`src/rtl/core/sm4cbc_pkg.sv`:
```
// SM4-CBC shared definitions: S-box, key schedule constants, round functions,
// register indexes and the request struct to the round key store.
// No dependencies.
`default_nettype none

package sm4cbc_pkg;

    localparam int ROUND_COUNT = 32;
    localparam int RK_AW       = $clog2(ROUND_COUNT);

    // Configuration register indexes
    typedef enum logic [1:0] {
        CFG_KEY_HIGH = 2'd0,
        CFG_KEY_LOW  = 2'd1,
        CFG_IV_HIGH  = 2'd2,
        CFG_IV_LOW   = 2'd3
    } t_cfg_idx;

    // Request from the controller to the round key store
    typedef struct packed {
        logic             expand;
        logic [RK_AW-1:0] rd_addr;
    } t_rk_req;

    localparam logic [127:0] FK = 128'ha3b1bac6_56aa3350_677d9197_b27022dc;

    localparam logic [7:0] SBOX [0:255] = '{
        8'hd6,8'h90,8'he9,8'hfe,8'hcc,8'he1,8'h3d,8'hb7,8'h16,8'hb6,8'h14,8'hc2,8'h28,8'hfb,8'h2c,8'h05,
        8'h2b,8'h67,8'h9a,8'h76,8'h2a,8'hbe,8'h04,8'hc3,8'haa,8'h44,8'h13,8'h26,8'h49,8'h86,8'h06,8'h99,
        8'h9c,8'h42,8'h50,8'hf4,8'h91,8'hef,8'h98,8'h7a,8'h33,8'h54,8'h0b,8'h43,8'hed,8'hcf,8'hac,8'h62,
        8'he4,8'hb3,8'h1c,8'ha9,8'hc9,8'h08,8'he8,8'h95,8'h80,8'hdf,8'h94,8'hfa,8'h75,8'h8f,8'h3f,8'ha6,
        8'h47,8'h07,8'ha7,8'hfc,8'hf3,8'h73,8'h17,8'hba,8'h83,8'h59,8'h3c,8'h19,8'he6,8'h85,8'h4f,8'ha8,
        8'h68,8'h6b,8'h81,8'hb2,8'h71,8'h64,8'hda,8'h8b,8'hf8,8'heb,8'h0f,8'h4b,8'h70,8'h56,8'h9d,8'h35,
        8'h1e,8'h24,8'h0e,8'h5e,8'h63,8'h58,8'hd1,8'ha2,8'h25,8'h22,8'h7c,8'h3b,8'h01,8'h21,8'h78,8'h87,
        8'hd4,8'h00,8'h46,8'h57,8'h9f,8'hd3,8'h27,8'h52,8'h4c,8'h36,8'h02,8'he7,8'ha0,8'hc4,8'hc8,8'h9e,
        8'hea,8'hbf,8'h8a,8'hd2,8'h40,8'hc7,8'h38,8'hb5,8'ha3,8'hf7,8'hf2,8'hce,8'hf9,8'h61,8'h15,8'ha1,
        8'he0,8'hae,8'h5d,8'ha4,8'h9b,8'h34,8'h1a,8'h55,8'had,8'h93,8'h32,8'h30,8'hf5,8'h8c,8'hb1,8'he3,
        8'h1d,8'hf6,8'he2,8'h2e,8'h82,8'h66,8'hca,8'h60,8'hc0,8'h29,8'h23,8'hab,8'h0d,8'h53,8'h4e,8'h6f,
        8'hd5,8'hdb,8'h37,8'h45,8'hde,8'hfd,8'h8e,8'h2f,8'h03,8'hff,8'h6a,8'h72,8'h6d,8'h6c,8'h5b,8'h51,
        8'h8d,8'h1b,8'haf,8'h92,8'hbb,8'hdd,8'hbc,8'h7f,8'h11,8'hd9,8'h5c,8'h41,8'h1f,8'h10,8'h5a,8'hd8,
        8'h0a,8'hc1,8'h31,8'h88,8'ha5,8'hcd,8'h7b,8'hbd,8'h2d,8'h74,8'hd0,8'h12,8'hb8,8'he5,8'hb4,8'hb0,
        8'h89,8'h69,8'h97,8'h4a,8'h0c,8'h96,8'h77,8'h7e,8'h65,8'hb9,8'hf1,8'h09,8'hc5,8'h6e,8'hc6,8'h84,
        8'h18,8'hf0,8'h7d,8'hec,8'h3a,8'hdc,8'h4d,8'h20,8'h79,8'hee,8'h5f,8'h3e,8'hd7,8'hcb,8'h39,8'h48
    };

    localparam logic [31:0] CK [0:ROUND_COUNT-1] = '{
        32'h00070e15, 32'h1c232a31, 32'h383f464d, 32'h545b6269,
        32'h70777e85, 32'h8c939aa1, 32'ha8afb6bd, 32'hc4cbd2d9,
        32'he0e7eef5, 32'hfc030a11, 32'h181f262d, 32'h343b4249,
        32'h50575e65, 32'h6c737a81, 32'h888f969d, 32'ha4abb2b9,
        32'hc0c7ced5, 32'hdce3eaf1, 32'hf8ff060d, 32'h141b2229,
        32'h30373e45, 32'h4c535a61, 32'h686f767d, 32'h848b9299,
        32'ha0a7aeb5, 32'hbcc3cad1, 32'hd8dfe6ed, 32'hf4fb0209,
        32'h10171e25, 32'h2c333a41, 32'h484f565d, 32'h646b7279
    };

    // Substitute each byte of a word through the S-box
    function automatic logic [31:0] sub_word(input logic [31:0] x);
        logic [31:0] b;
        for (int i = 0; i < 4; i++) begin
            b[8*i +: 8] = SBOX[x[8*i +: 8]];
        end
        return b;
    endfunction

    // Linear transform of the data rounds
    function automatic logic [31:0] data_t(input logic [31:0] x);
        logic [31:0] b;
        b = sub_word(x);
        return b ^ {b[29:0], b[31:30]} ^ {b[21:0], b[31:22]}
                 ^ {b[13:0], b[31:14]} ^ {b[7:0], b[31:8]};
    endfunction

    // Linear transform of the key schedule
    function automatic logic [31:0] key_t(input logic [31:0] x);
        logic [31:0] b;
        b = sub_word(x);
        return b ^ {b[18:0], b[31:19]} ^ {b[8:0], b[31:9]};
    endfunction

endpackage

`default_nettype wire

```
`src/rtl/core/sm4cbc_rkey_store.sv`:
```
// SM4-CBC round key store: key expansion sequencer and the round key memory.
// Depends on sm4cbc_pkg.
`default_nettype none

module sm4cbc_rkey_store (
    input  wire logic                     i_clk,
    input  wire logic                     i_rst_n,
    input  wire logic [127:0]             i_key,
    input  wire sm4cbc_pkg::t_rk_req      i_req,
    output logic [31:0]                   o_rk,
    output logic                          o_expand_done
);
    import sm4cbc_pkg::*;

    logic [31:0]      r_mem [0:ROUND_COUNT-1];
    logic [31:0]      r_rd_data;
    logic             r_busy;
    logic [RK_AW-1:0] r_cnt;
    logic [127:0]     r_k;
    logic [31:0]      n_rk;

    // Next round key from the sliding window of four words
    assign n_rk = r_k[127:96] ^ key_t(r_k[95:64] ^ r_k[63:32] ^ r_k[31:0] ^ CK[r_cnt]);

    assign o_expand_done = r_busy && (r_cnt == RK_AW'(ROUND_COUNT - 1));
    assign o_rk          = r_rd_data;

    // Run the expansion sequence, one round key a cycle
    always_ff @(posedge i_clk) begin
        if (!i_rst_n) begin
            r_busy <= 1'b0;
            r_cnt  <= '0;
        end else if (i_req.expand) begin
            r_busy <= 1'b1;
            r_cnt  <= '0;
        end else if (r_busy) begin
            r_cnt <= r_cnt + 1'b1;
            if (o_expand_done) begin
                r_busy <= 1'b0;
            end
        end
    end

    // Hold and shift the key window
    always_ff @(posedge i_clk) begin
        if (i_req.expand) begin
            r_k <= i_key ^ FK;
        end else if (r_busy) begin
            r_k <= {r_k[95:0], n_rk};
        end
    end

    // Write expanded keys; registered read port
    always_ff @(posedge i_clk) begin
        if (r_busy) begin
            r_mem[r_cnt] <= n_rk;
        end
        r_rd_data <= r_mem[i_req.rd_addr];
    end

endmodule

`default_nettype wire

```
`config.mk`:
```
export PLATFORM = sky130hd
export DESIGN_NAME = sm4cbc_rkey_store
export DESIGN_NICKNAME = d
export VERILOG_FILES = /design/src/rtl/core/sm4cbc_pkg.sv /design/src/rtl/core/sm4cbc_rkey_store.sv
export SDC_FILE = /design/constraint.sdc
export NUM_CORES = 2
export LEC_CHECK = 0
export BUFFER_PORTS_ARGS = -buffer_cell sky130_fd_sc_hd__buf_4
export CAP_MARGIN = 20
export CORE_AREA = 2 2 562 396
export CTS_BUF_LIST = sky130_fd_sc_hd__clkbuf_8
export CTS_CLUSTER_DIAMETER = 150
export DETAILED_ROUTE_END_ITERATION = 10
export DIE_AREA = 0 0 564 398
export MAX_ROUTING_LAYER = met4
export PLACE_DENSITY = 0.46
export SYNTH_ARGS = -nofsm -noshare
export SYNTH_HDL_FRONTEND = slang
export SYNTH_SLANG_ARGS = --single-unit
```
`constraint.sdc`:
```
create_clock -name i_clk -period 4.7 [get_ports i_clk]
set_input_delay 0.47 -clock i_clk [delete_from_list [all_inputs] [get_ports i_clk]]
set_output_delay 0.47 -clock i_clk [all_outputs]
set_load 0.005 [all_outputs]
```
# After elaboration in Yosys (flattened, before gate mapping)
# Memories as Yosys holds them, arrays and structs flattened. A register that Yosys moved wholly into a read port is not among the register bits.
# Cells that the tools add are included.
[totals] mem_bits_ro=9216 inputBits=136 out_inout_bits=33 register_bits=134 n_memories=6 ramBits=1024 word_cells=49
[op_classes] muxes=17 magnitude_cmp=5 bitwise_logic=13 n_eq_ne=1 add_sub_neg=1 reduce_logical=3
[mem_list] name="(no name shown)" words=256 word_bits=8 rd=1 rd_clocked_by_memory_dff=0 wr=0 line_no="sm4cbc_pkg.sv:61" text="b[8*i +: 8] = SBOX[x[8*i +: 8]];"
[mem_list] name="(no name shown)" words=256 word_bits=8 rd=1 rd_clocked_by_memory_dff=0 wr=0 line_no="sm4cbc_pkg.sv:61"
[mem_list] name="(no name shown)" words=256 word_bits=8 rd=1 rd_clocked_by_memory_dff=0 wr=0 line_no="sm4cbc_pkg.sv:61"
[mem_list] name="(no name shown)" words=256 word_bits=8 rd=1 rd_clocked_by_memory_dff=0 wr=0 line_no="sm4cbc_pkg.sv:61"
[mem_list] name="(no name shown)" words=32 word_bits=32 rd=1 rd_clocked_by_memory_dff=0 wr=0 line_no="sm4cbc_rkey_store.sv:23" text="assign n_rk = r_k[127:96] ^ key_t(r_k[95:64] ^ r_k[63:32] ^ r_k[31:0] ^ CK[r_cnt]);"
[mem_list] name="r_mem" words=32 word_bits=32 rd=1 rd_clocked_by_memory_dff=1 wr=1 line_no="sm4cbc_rkey_store.sv:15" text="logic [31:0] r_mem [0:ROUND_COUNT-1];"
[ops] op="two-way mux 128 bit" n=2
[ops] op="bitwise XOR 32 bit" n=6
[ops] op="two-way mux 32 bit" n=2
[ops] op="two-way mux 8 bit" n=8
[ops] op="NOT 64 bit" n=1
[ops] op=">= comparator 9 bit, second input constant" n=4
[ops] op="NOT 8 -> 9 bit" n=4
[ops] op=">= comparator 6 bit, second input constant" n=1
[ops] op="NOT 5 -> 6 bit" n=1
[ops] op="adder 5 x 1 -> 5 bit, second input constant" n=1
[ops] op="equality test 5 bit, second input constant" n=1
[ops] op="two-way mux 1 bit" n=5
[ops] op="nonzero test 2 bit" n=1
[ops] op="OR reduction 2 bit" n=1
[ops] op="logical AND 1 bit" n=1
[ops] op="NOT 1 bit" n=1

# Logic depth before layout (Yosys ltp)
[logic_depth] ltp_word=14 ltp_mapped=20 mapped_depth_nobuf=15

# Least setup slack after synthesis
# No wires, ideal clock.
[synth_path] kind="reg2reg" startpoint="register r_k[32]" endpoint="register r_k[15], data pin" setup_time_ns=0.139 period_less_slack_ns=5.192 arrival_ns=5.054 n_path_buf=3 t_required_ns=4.561 path_slack_ns=-0.492 stages_incl_launch_ff=18 cell_sequence="edfxtp_1 xnor2_1 xnor2_1 clkbuf_1 clkbuf_1 ha_1 clkbuf_1 inv_1 ha_1 and2_1 a31o_2 mux4_2 or2_0 o2bb2ai_2 xor2_1 xnor2_1 xnor2_1 mux2_2"
[synth_between] elab_chain_cells=12
[synth_rtl] element="start: declaration" line_no="sm4cbc_rkey_store.sv:19" text="logic [127:0] r_k;"
[synth_rtl] element="start signal: assignment" line_no="sm4cbc_rkey_store.sv:47" text="r_k <= i_key ^ FK;"
[synth_rtl] element="start signal: assignment" line_no="sm4cbc_rkey_store.sv:49" text="r_k <= {r_k[95:0], n_rk};"
[synth_rtl] element="bitwise XOR 32 bit (3 in a row)" line_no="sm4cbc_rkey_store.sv:23"
[synth_rtl] element="NOT 8 -> 9 bit (implied by the code)" line_no="sm4cbc_pkg.sv:61"
[synth_rtl] element="memory read (256 x 8 bit)"
[synth_rtl] element="two-way mux 8 bit (implied by the code) (2 in a row)" line_no="sm4cbc_pkg.sv:61"
[synth_rtl] element="bitwise XOR 32 bit (2 in a row)" line_no="sm4cbc_pkg.sv:78" text="return b ^ {b[18:0], b[31:19]} ^ {b[8:0], b[31:9]};"
[synth_rtl] element="bitwise XOR 32 bit" line_no="sm4cbc_rkey_store.sv:23"
[synth_rtl] element="net n_rk[15]" line_no="sm4cbc_rkey_store.sv:20" text="logic [31:0] n_rk;"
[synth_rtl] element="two-way mux 128 bit" line_no="sm4cbc_rkey_store.sv:48" text="end else if (r_busy) begin"
[synth_rtl] element="two-way mux 128 bit" line_no="sm4cbc_rkey_store.sv:46" text="if (i_req.expand) begin"
# The timed path passes the listed nets, and every way through them passes these cells. The select of a mux whose other input is x is not followed.
# A chain may end at the register's enable or synchronous reset.

# Worst setup path after layout
[layout_path] startpoint="register r_cnt[1]" endpoint="register r_k[11], data pin"
[layout_between] elab_chain_cells=14 elab_cells_between_ends=22 cone_classes="mux (10); bitwise (8); memory (4)"
[layout_rtl] element="start: declaration" line_no="sm4cbc_rkey_store.sv:18" text="logic [RK_AW-1:0] r_cnt;"
[layout_rtl] element="start signal: assignment" line_no="sm4cbc_rkey_store.sv:37" text="r_cnt <= r_cnt + 1'b1;"
[layout_rtl] element="NOT 5 -> 6 bit (implied by the code) *" line_no="sm4cbc_rkey_store.sv:23"
[layout_rtl] element="memory read (32 x 32 bit) *"
[layout_rtl] element="two-way mux 32 bit (implied by the code) * (2 in a row)" line_no="sm4cbc_rkey_store.sv:23"
[layout_rtl] element="bitwise XOR 32 bit *" line_no="sm4cbc_rkey_store.sv:23"
[layout_rtl] element="NOT 8 -> 9 bit (implied by the code)" line_no="sm4cbc_pkg.sv:61"
[layout_rtl] element="memory read (256 x 8 bit)"
[layout_rtl] element="two-way mux 8 bit (implied by the code) (2 in a row)" line_no="sm4cbc_pkg.sv:61"
[layout_rtl] element="bitwise XOR 32 bit" line_no="sm4cbc_pkg.sv:78"
[layout_rtl] element="bitwise XOR 32 bit *" line_no="sm4cbc_pkg.sv:78"
[layout_rtl] element="bitwise XOR 32 bit *" line_no="sm4cbc_rkey_store.sv:23"
[layout_rtl] element="net n_rk[11]" line_no="sm4cbc_rkey_store.sv:20"
[layout_rtl] element="two-way mux 128 bit *" line_no="sm4cbc_rkey_store.sv:48"
[layout_rtl] element="two-way mux 128 bit *" line_no="sm4cbc_rkey_store.sv:46"
# The timed path passes the listed nets; every way through them passes the cells marked *. The select of a mux whose other input is x is not followed.

==> flow_summary.toml <==
[setup_path]
timing.critical_path.required_ps = 5280
crit_type = "flip-flop to flip-flop"
worstPathArrival_ps = 5220
timing.critical_path.depth = 18
crit_slowest_cell = "sky130_fd_sc_hd__o31ai_1"
critPathCaptureType = "flip-flop"
critical-path-max-stage-delay_ps = 460
maximum_net_fanout_on_the_critical_path = 26
worst_setup_path_start_kind = "flip-flop"
worst-path-buf-inv = 8
worst_r2r_path_depth = 18
cp_top_family = "buffers and inverters"
critical_path.cell_chain = "inv_1 -> buf_4 -> ha_1 -> nor2_4 -> xnor3_2 -> buf_12 -> buf_4 -> and2_1 -> o31ai_1 -> a21oi_1 -> o21ai_0 -> buf_4 -> nand3_1 -> buf_4 -> buf_4 -> xnor2_2 -> buf_4 -> mux2_2"
critical-path-top-cell-by-count = "sky130_fd_sc_hd__buf_4"

[hold_path]
hold_path_depth = 2
worstHoldPathType = "input pin to flip-flop"

[logic_synthesis]
post_synth_mux_area_share_pct = 16.1
yosys_register_bits = 1190
synth_top_cell_by_area = "sky130_fd_sc_hd__edfxtp_1"
syn-cell-area_um2 = 61100
number_of_distinct_library_cells_after_synthesis = 109
netlist_instances = 4311
yosysTopAreaCellShare_pct = 56.6
synth_simple_gate_area_share_pct = 6.53
synth_enable_flop_cells = 1152
synth.avg_cell_area_um2 = 14.2
main_combinational_cell_family_by_area_after_synthesis = "multiplexers"
synthAdderAreaFrac_pct = 1.39
postSynthNetCount = 4513
synth-warning-count = 0
compound_cell_area_share_of_the_yosys_netlist_pct = 11.0
ys_seq_area_share_pct = 57.9
asyncSetResetFlopFracSynth_pct = 0
post_synth_xor_area_fraction_pct = 3.56
synthFlopType = "sky130_fd_sc_hd__edfxtp_1"
synth_top_cells_by_area = "sky130_fd_sc_hd__edfxtp_1 57%, sky130_fd_sc_hd__mux4_2 13%, sky130_fd_sc_hd__mux2_2 1.9%"

[placed_design]
globalplace.congestion = 1.01
dp_slack_ps = -425
buffers_on_ports = 168
place_hpwl_um = 178000
placed_cells = 7773

[route]
vias = 45300
drt_drc_violations_left = 0
postRouteAntennaNets = 0
drt-pass1-iter-count = 6
via_per_inst = 5.48
route.detailed.wl_per_inst_um = 31.6
route.final.wire_length_um = 262000
detailedRoute.firstIterationViolations = 6143

[grt]
grt_max_degree = 93
first_global_vias = 44500
globalRoute.totalOverflow = 0
grt_usage_pct = 23.5
antenna_found_initial = 19
grt_first_pass_wirelength_um = 362000

[clock_tree]
numClockSinks = 1190
clkTransAtPathRegs_ps = 70
cts_root_cell = "sky130_fd_sc_hd__clkbuf_8"
htreeDepth = 4
cts_tree = "built"
clkLatencyLatePin_ps = 920
cts-root-to-sink-buffers = 4
cts_made_buffers = 198

[sta]
post-route-period-util_pct = 98.6
layout_setup_ws_ps = 64.3
fin_skew_ps = 90.4
relSlewSlack_pct = 32.6
finalSetupViolCount = 0
final_hold_viol_count = 0
tightestPinTransition_ps = 1010
max_clock_freq_mhz = 216
grt_setup_unrepaired = "true"
maxSlewViolCount = 0
post-route-min-period_ps = 4640

[finish]
finish.net_count = 5402
finalNonFillerCells = 8276
final_layout_size_suffix_gt1_share_pct = 34.4
layout-area-overhead-vs-synth_pct = 26.5

[floorplanning]
die_width_um = 564
die_area_um2 = 224000
initial_utilization_pct = 27.9
floorplan.io_pins = 169
floorplan.core_area_um2 = 219000
placementRows = 144
height_of_the_chip_um = 398

[status]
result_of_the_run = "finished, final reports clean"

[flow_run]
max_cap_viol_count = 0
what timing repair did:
item	CTS	global route
hold endpoints to repair	129	0
gates resized for setup	24	70
setup endpoints to repair	502	886
buffers inserted	13	7
hold buffers	125	0
cloned	0	1
pin swaps	6	11
final cells by class:
class | instances | area (µm²)
fillers | 21500 | 142000
flip-flops and latches | 1190 | 35400
multi-input cells | 2669 | 24800
repair buffers | 1054 | 9570
well taps | 2920 | 3650
clock buffers | 203 | 2790
clock inverters | 146 | 808
inverters | 87 | 334
diodes | 7 | 17.5
flip-flops by register name, summed over array words and instances, names as in the netlist:
signal / flops
o_rk: 32
r_k: 128
r_mem: 1024
r_busy: 1
r_cnt: 5
layer usage:
metal  routed length, µm  vias to the layer above  global-route usage [%]
met5                   0                        -                       -
met4                3960                        0                    3.72
met3               23500                      302                    5.69
met2              107000                     2102                    31.7
met1              127000                    23900                    35.7
li1                    -                    19000                       -
logic make-up after synthesis:
kind of cell | after synthesis
buffers and inverters | 453
AO/OA/AOI/OAI | 976
XOR/XNOR | 207
adder cells (fa/ha/maj) | 67
flip-flops | 1190
multiplexers | 542
AND/OR/NAND/NOR | 876
final timing paths:
check	start	endpoint	slack [ps]
worst max-delay path	r_cnt[1]	r_k[11]	60
worst min-delay path	i_req[5]	r_k[29]	110
worst max register to register	r_cnt[1]	r_k[11]	60
worst min register to register	r_k[61]	r_k[93]	590
placed cells by master (no fill, tap or decap), types with 33 or more instances in the layout:
| cell type | n |
|---|---|
| sky130_fd_sc_hd__nor2_4 | 33 |
| sky130_fd_sc_hd__clkbuf_8 | 203 |
| sky130_fd_sc_hd__a21oi_1 | 203 |
| sky130_fd_sc_hd__a211oi_1 | 47 |
| sky130_fd_sc_hd__a311oi_1 | 35 |
| sky130_fd_sc_hd__o211ai_1 | 62 |
| sky130_fd_sc_hd__ha_1 | 57 |
| sky130_fd_sc_hd__mux2_2 | 105 |
| sky130_fd_sc_hd__buf_12 | 104 |
| sky130_fd_sc_hd__mux2i_1 | 93 |
| sky130_fd_sc_hd__nor2_1 | 229 |
| sky130_fd_sc_hd__buf_4 | 816 |
| sky130_fd_sc_hd__xnor2_2 | 53 |
| sky130_fd_sc_hd__nand3_1 | 81 |
| sky130_fd_sc_hd__o21ai_0 | 202 |
| sky130_fd_sc_hd__dlygate4sd3_1 | 125 |
| sky130_fd_sc_hd__inv_1 | 140 |
| sky130_fd_sc_hd__mux4_2 | 342 |
| sky130_fd_sc_hd__xnor2_1 | 84 |
| sky130_fd_sc_hd__a31oi_1 | 59 |
| sky130_fd_sc_hd__nor3_1 | 81 |
| sky130_fd_sc_hd__nand2_1 | 297 |
| sky130_fd_sc_hd__dfxtp_1 | 37 |
| sky130_fd_sc_hd__edfxtp_1 | 1152 |
| sky130_fd_sc_hd__clkinv_1 | 46 |
through the flow:
| stage | util (%) | TNS (ps) | cell area [µm²] | hold slack [ps] |
|---|---|---|---|---|
| finish | 35.3 | 0 | 77300 | 115 |
| global route | 35.3 | -1210 | 77300 | 53.5 |
| global placement | 32.7 | -136890 | 71700 | 585 |
| detailed placement | 32.7 | -64070 | 71700 | 590 |
| floorplan | - | -70.1 | 61300 | 554 |
| CTS | 35.1 | 0 | 76800 | 18.4 |
cell usage after synthesis, types with 16 or more instances:
cell,number
sky130_fd_sc_hd__a2111oi_0,18
sky130_fd_sc_hd__a211oi_1,49
sky130_fd_sc_hd__a21oi_1,203
sky130_fd_sc_hd__a221oi_1,30
sky130_fd_sc_hd__a311oi_1,36
sky130_fd_sc_hd__a31oi_1,61
sky130_fd_sc_hd__buf_1,45
sky130_fd_sc_hd__buf_2,107
sky130_fd_sc_hd__buf_4,30
sky130_fd_sc_hd__buf_6,28
sky130_fd_sc_hd__clkbuf_1,156
sky130_fd_sc_hd__dfxtp_1,38
sky130_fd_sc_hd__edfxtp_1,1152
sky130_fd_sc_hd__ha_1,64
sky130_fd_sc_hd__inv_1,78
sky130_fd_sc_hd__mux2_2,105
sky130_fd_sc_hd__mux2i_1,93
sky130_fd_sc_hd__mux4_2,342
sky130_fd_sc_hd__nand2_1,298
sky130_fd_sc_hd__nand3_1,82
sky130_fd_sc_hd__nor2_1,267
sky130_fd_sc_hd__nor3_1,88
sky130_fd_sc_hd__o2111ai_1,23
sky130_fd_sc_hd__o211ai_1,62
sky130_fd_sc_hd__o21a_1,22
sky130_fd_sc_hd__o21ai_0,205
sky130_fd_sc_hd__o221ai_1,26
sky130_fd_sc_hd__o22ai_1,24
sky130_fd_sc_hd__o311ai_0,34
sky130_fd_sc_hd__o31ai_1,22
sky130_fd_sc_hd__xnor2_1,129
sky130_fd_sc_hd__xnor2_2,16
sky130_fd_sc_hd__xor2_1,42
Power is left out: the tool's default activity adds up to more than one toggle a clock period on the data nets, which glitch-free logic cannot reach.
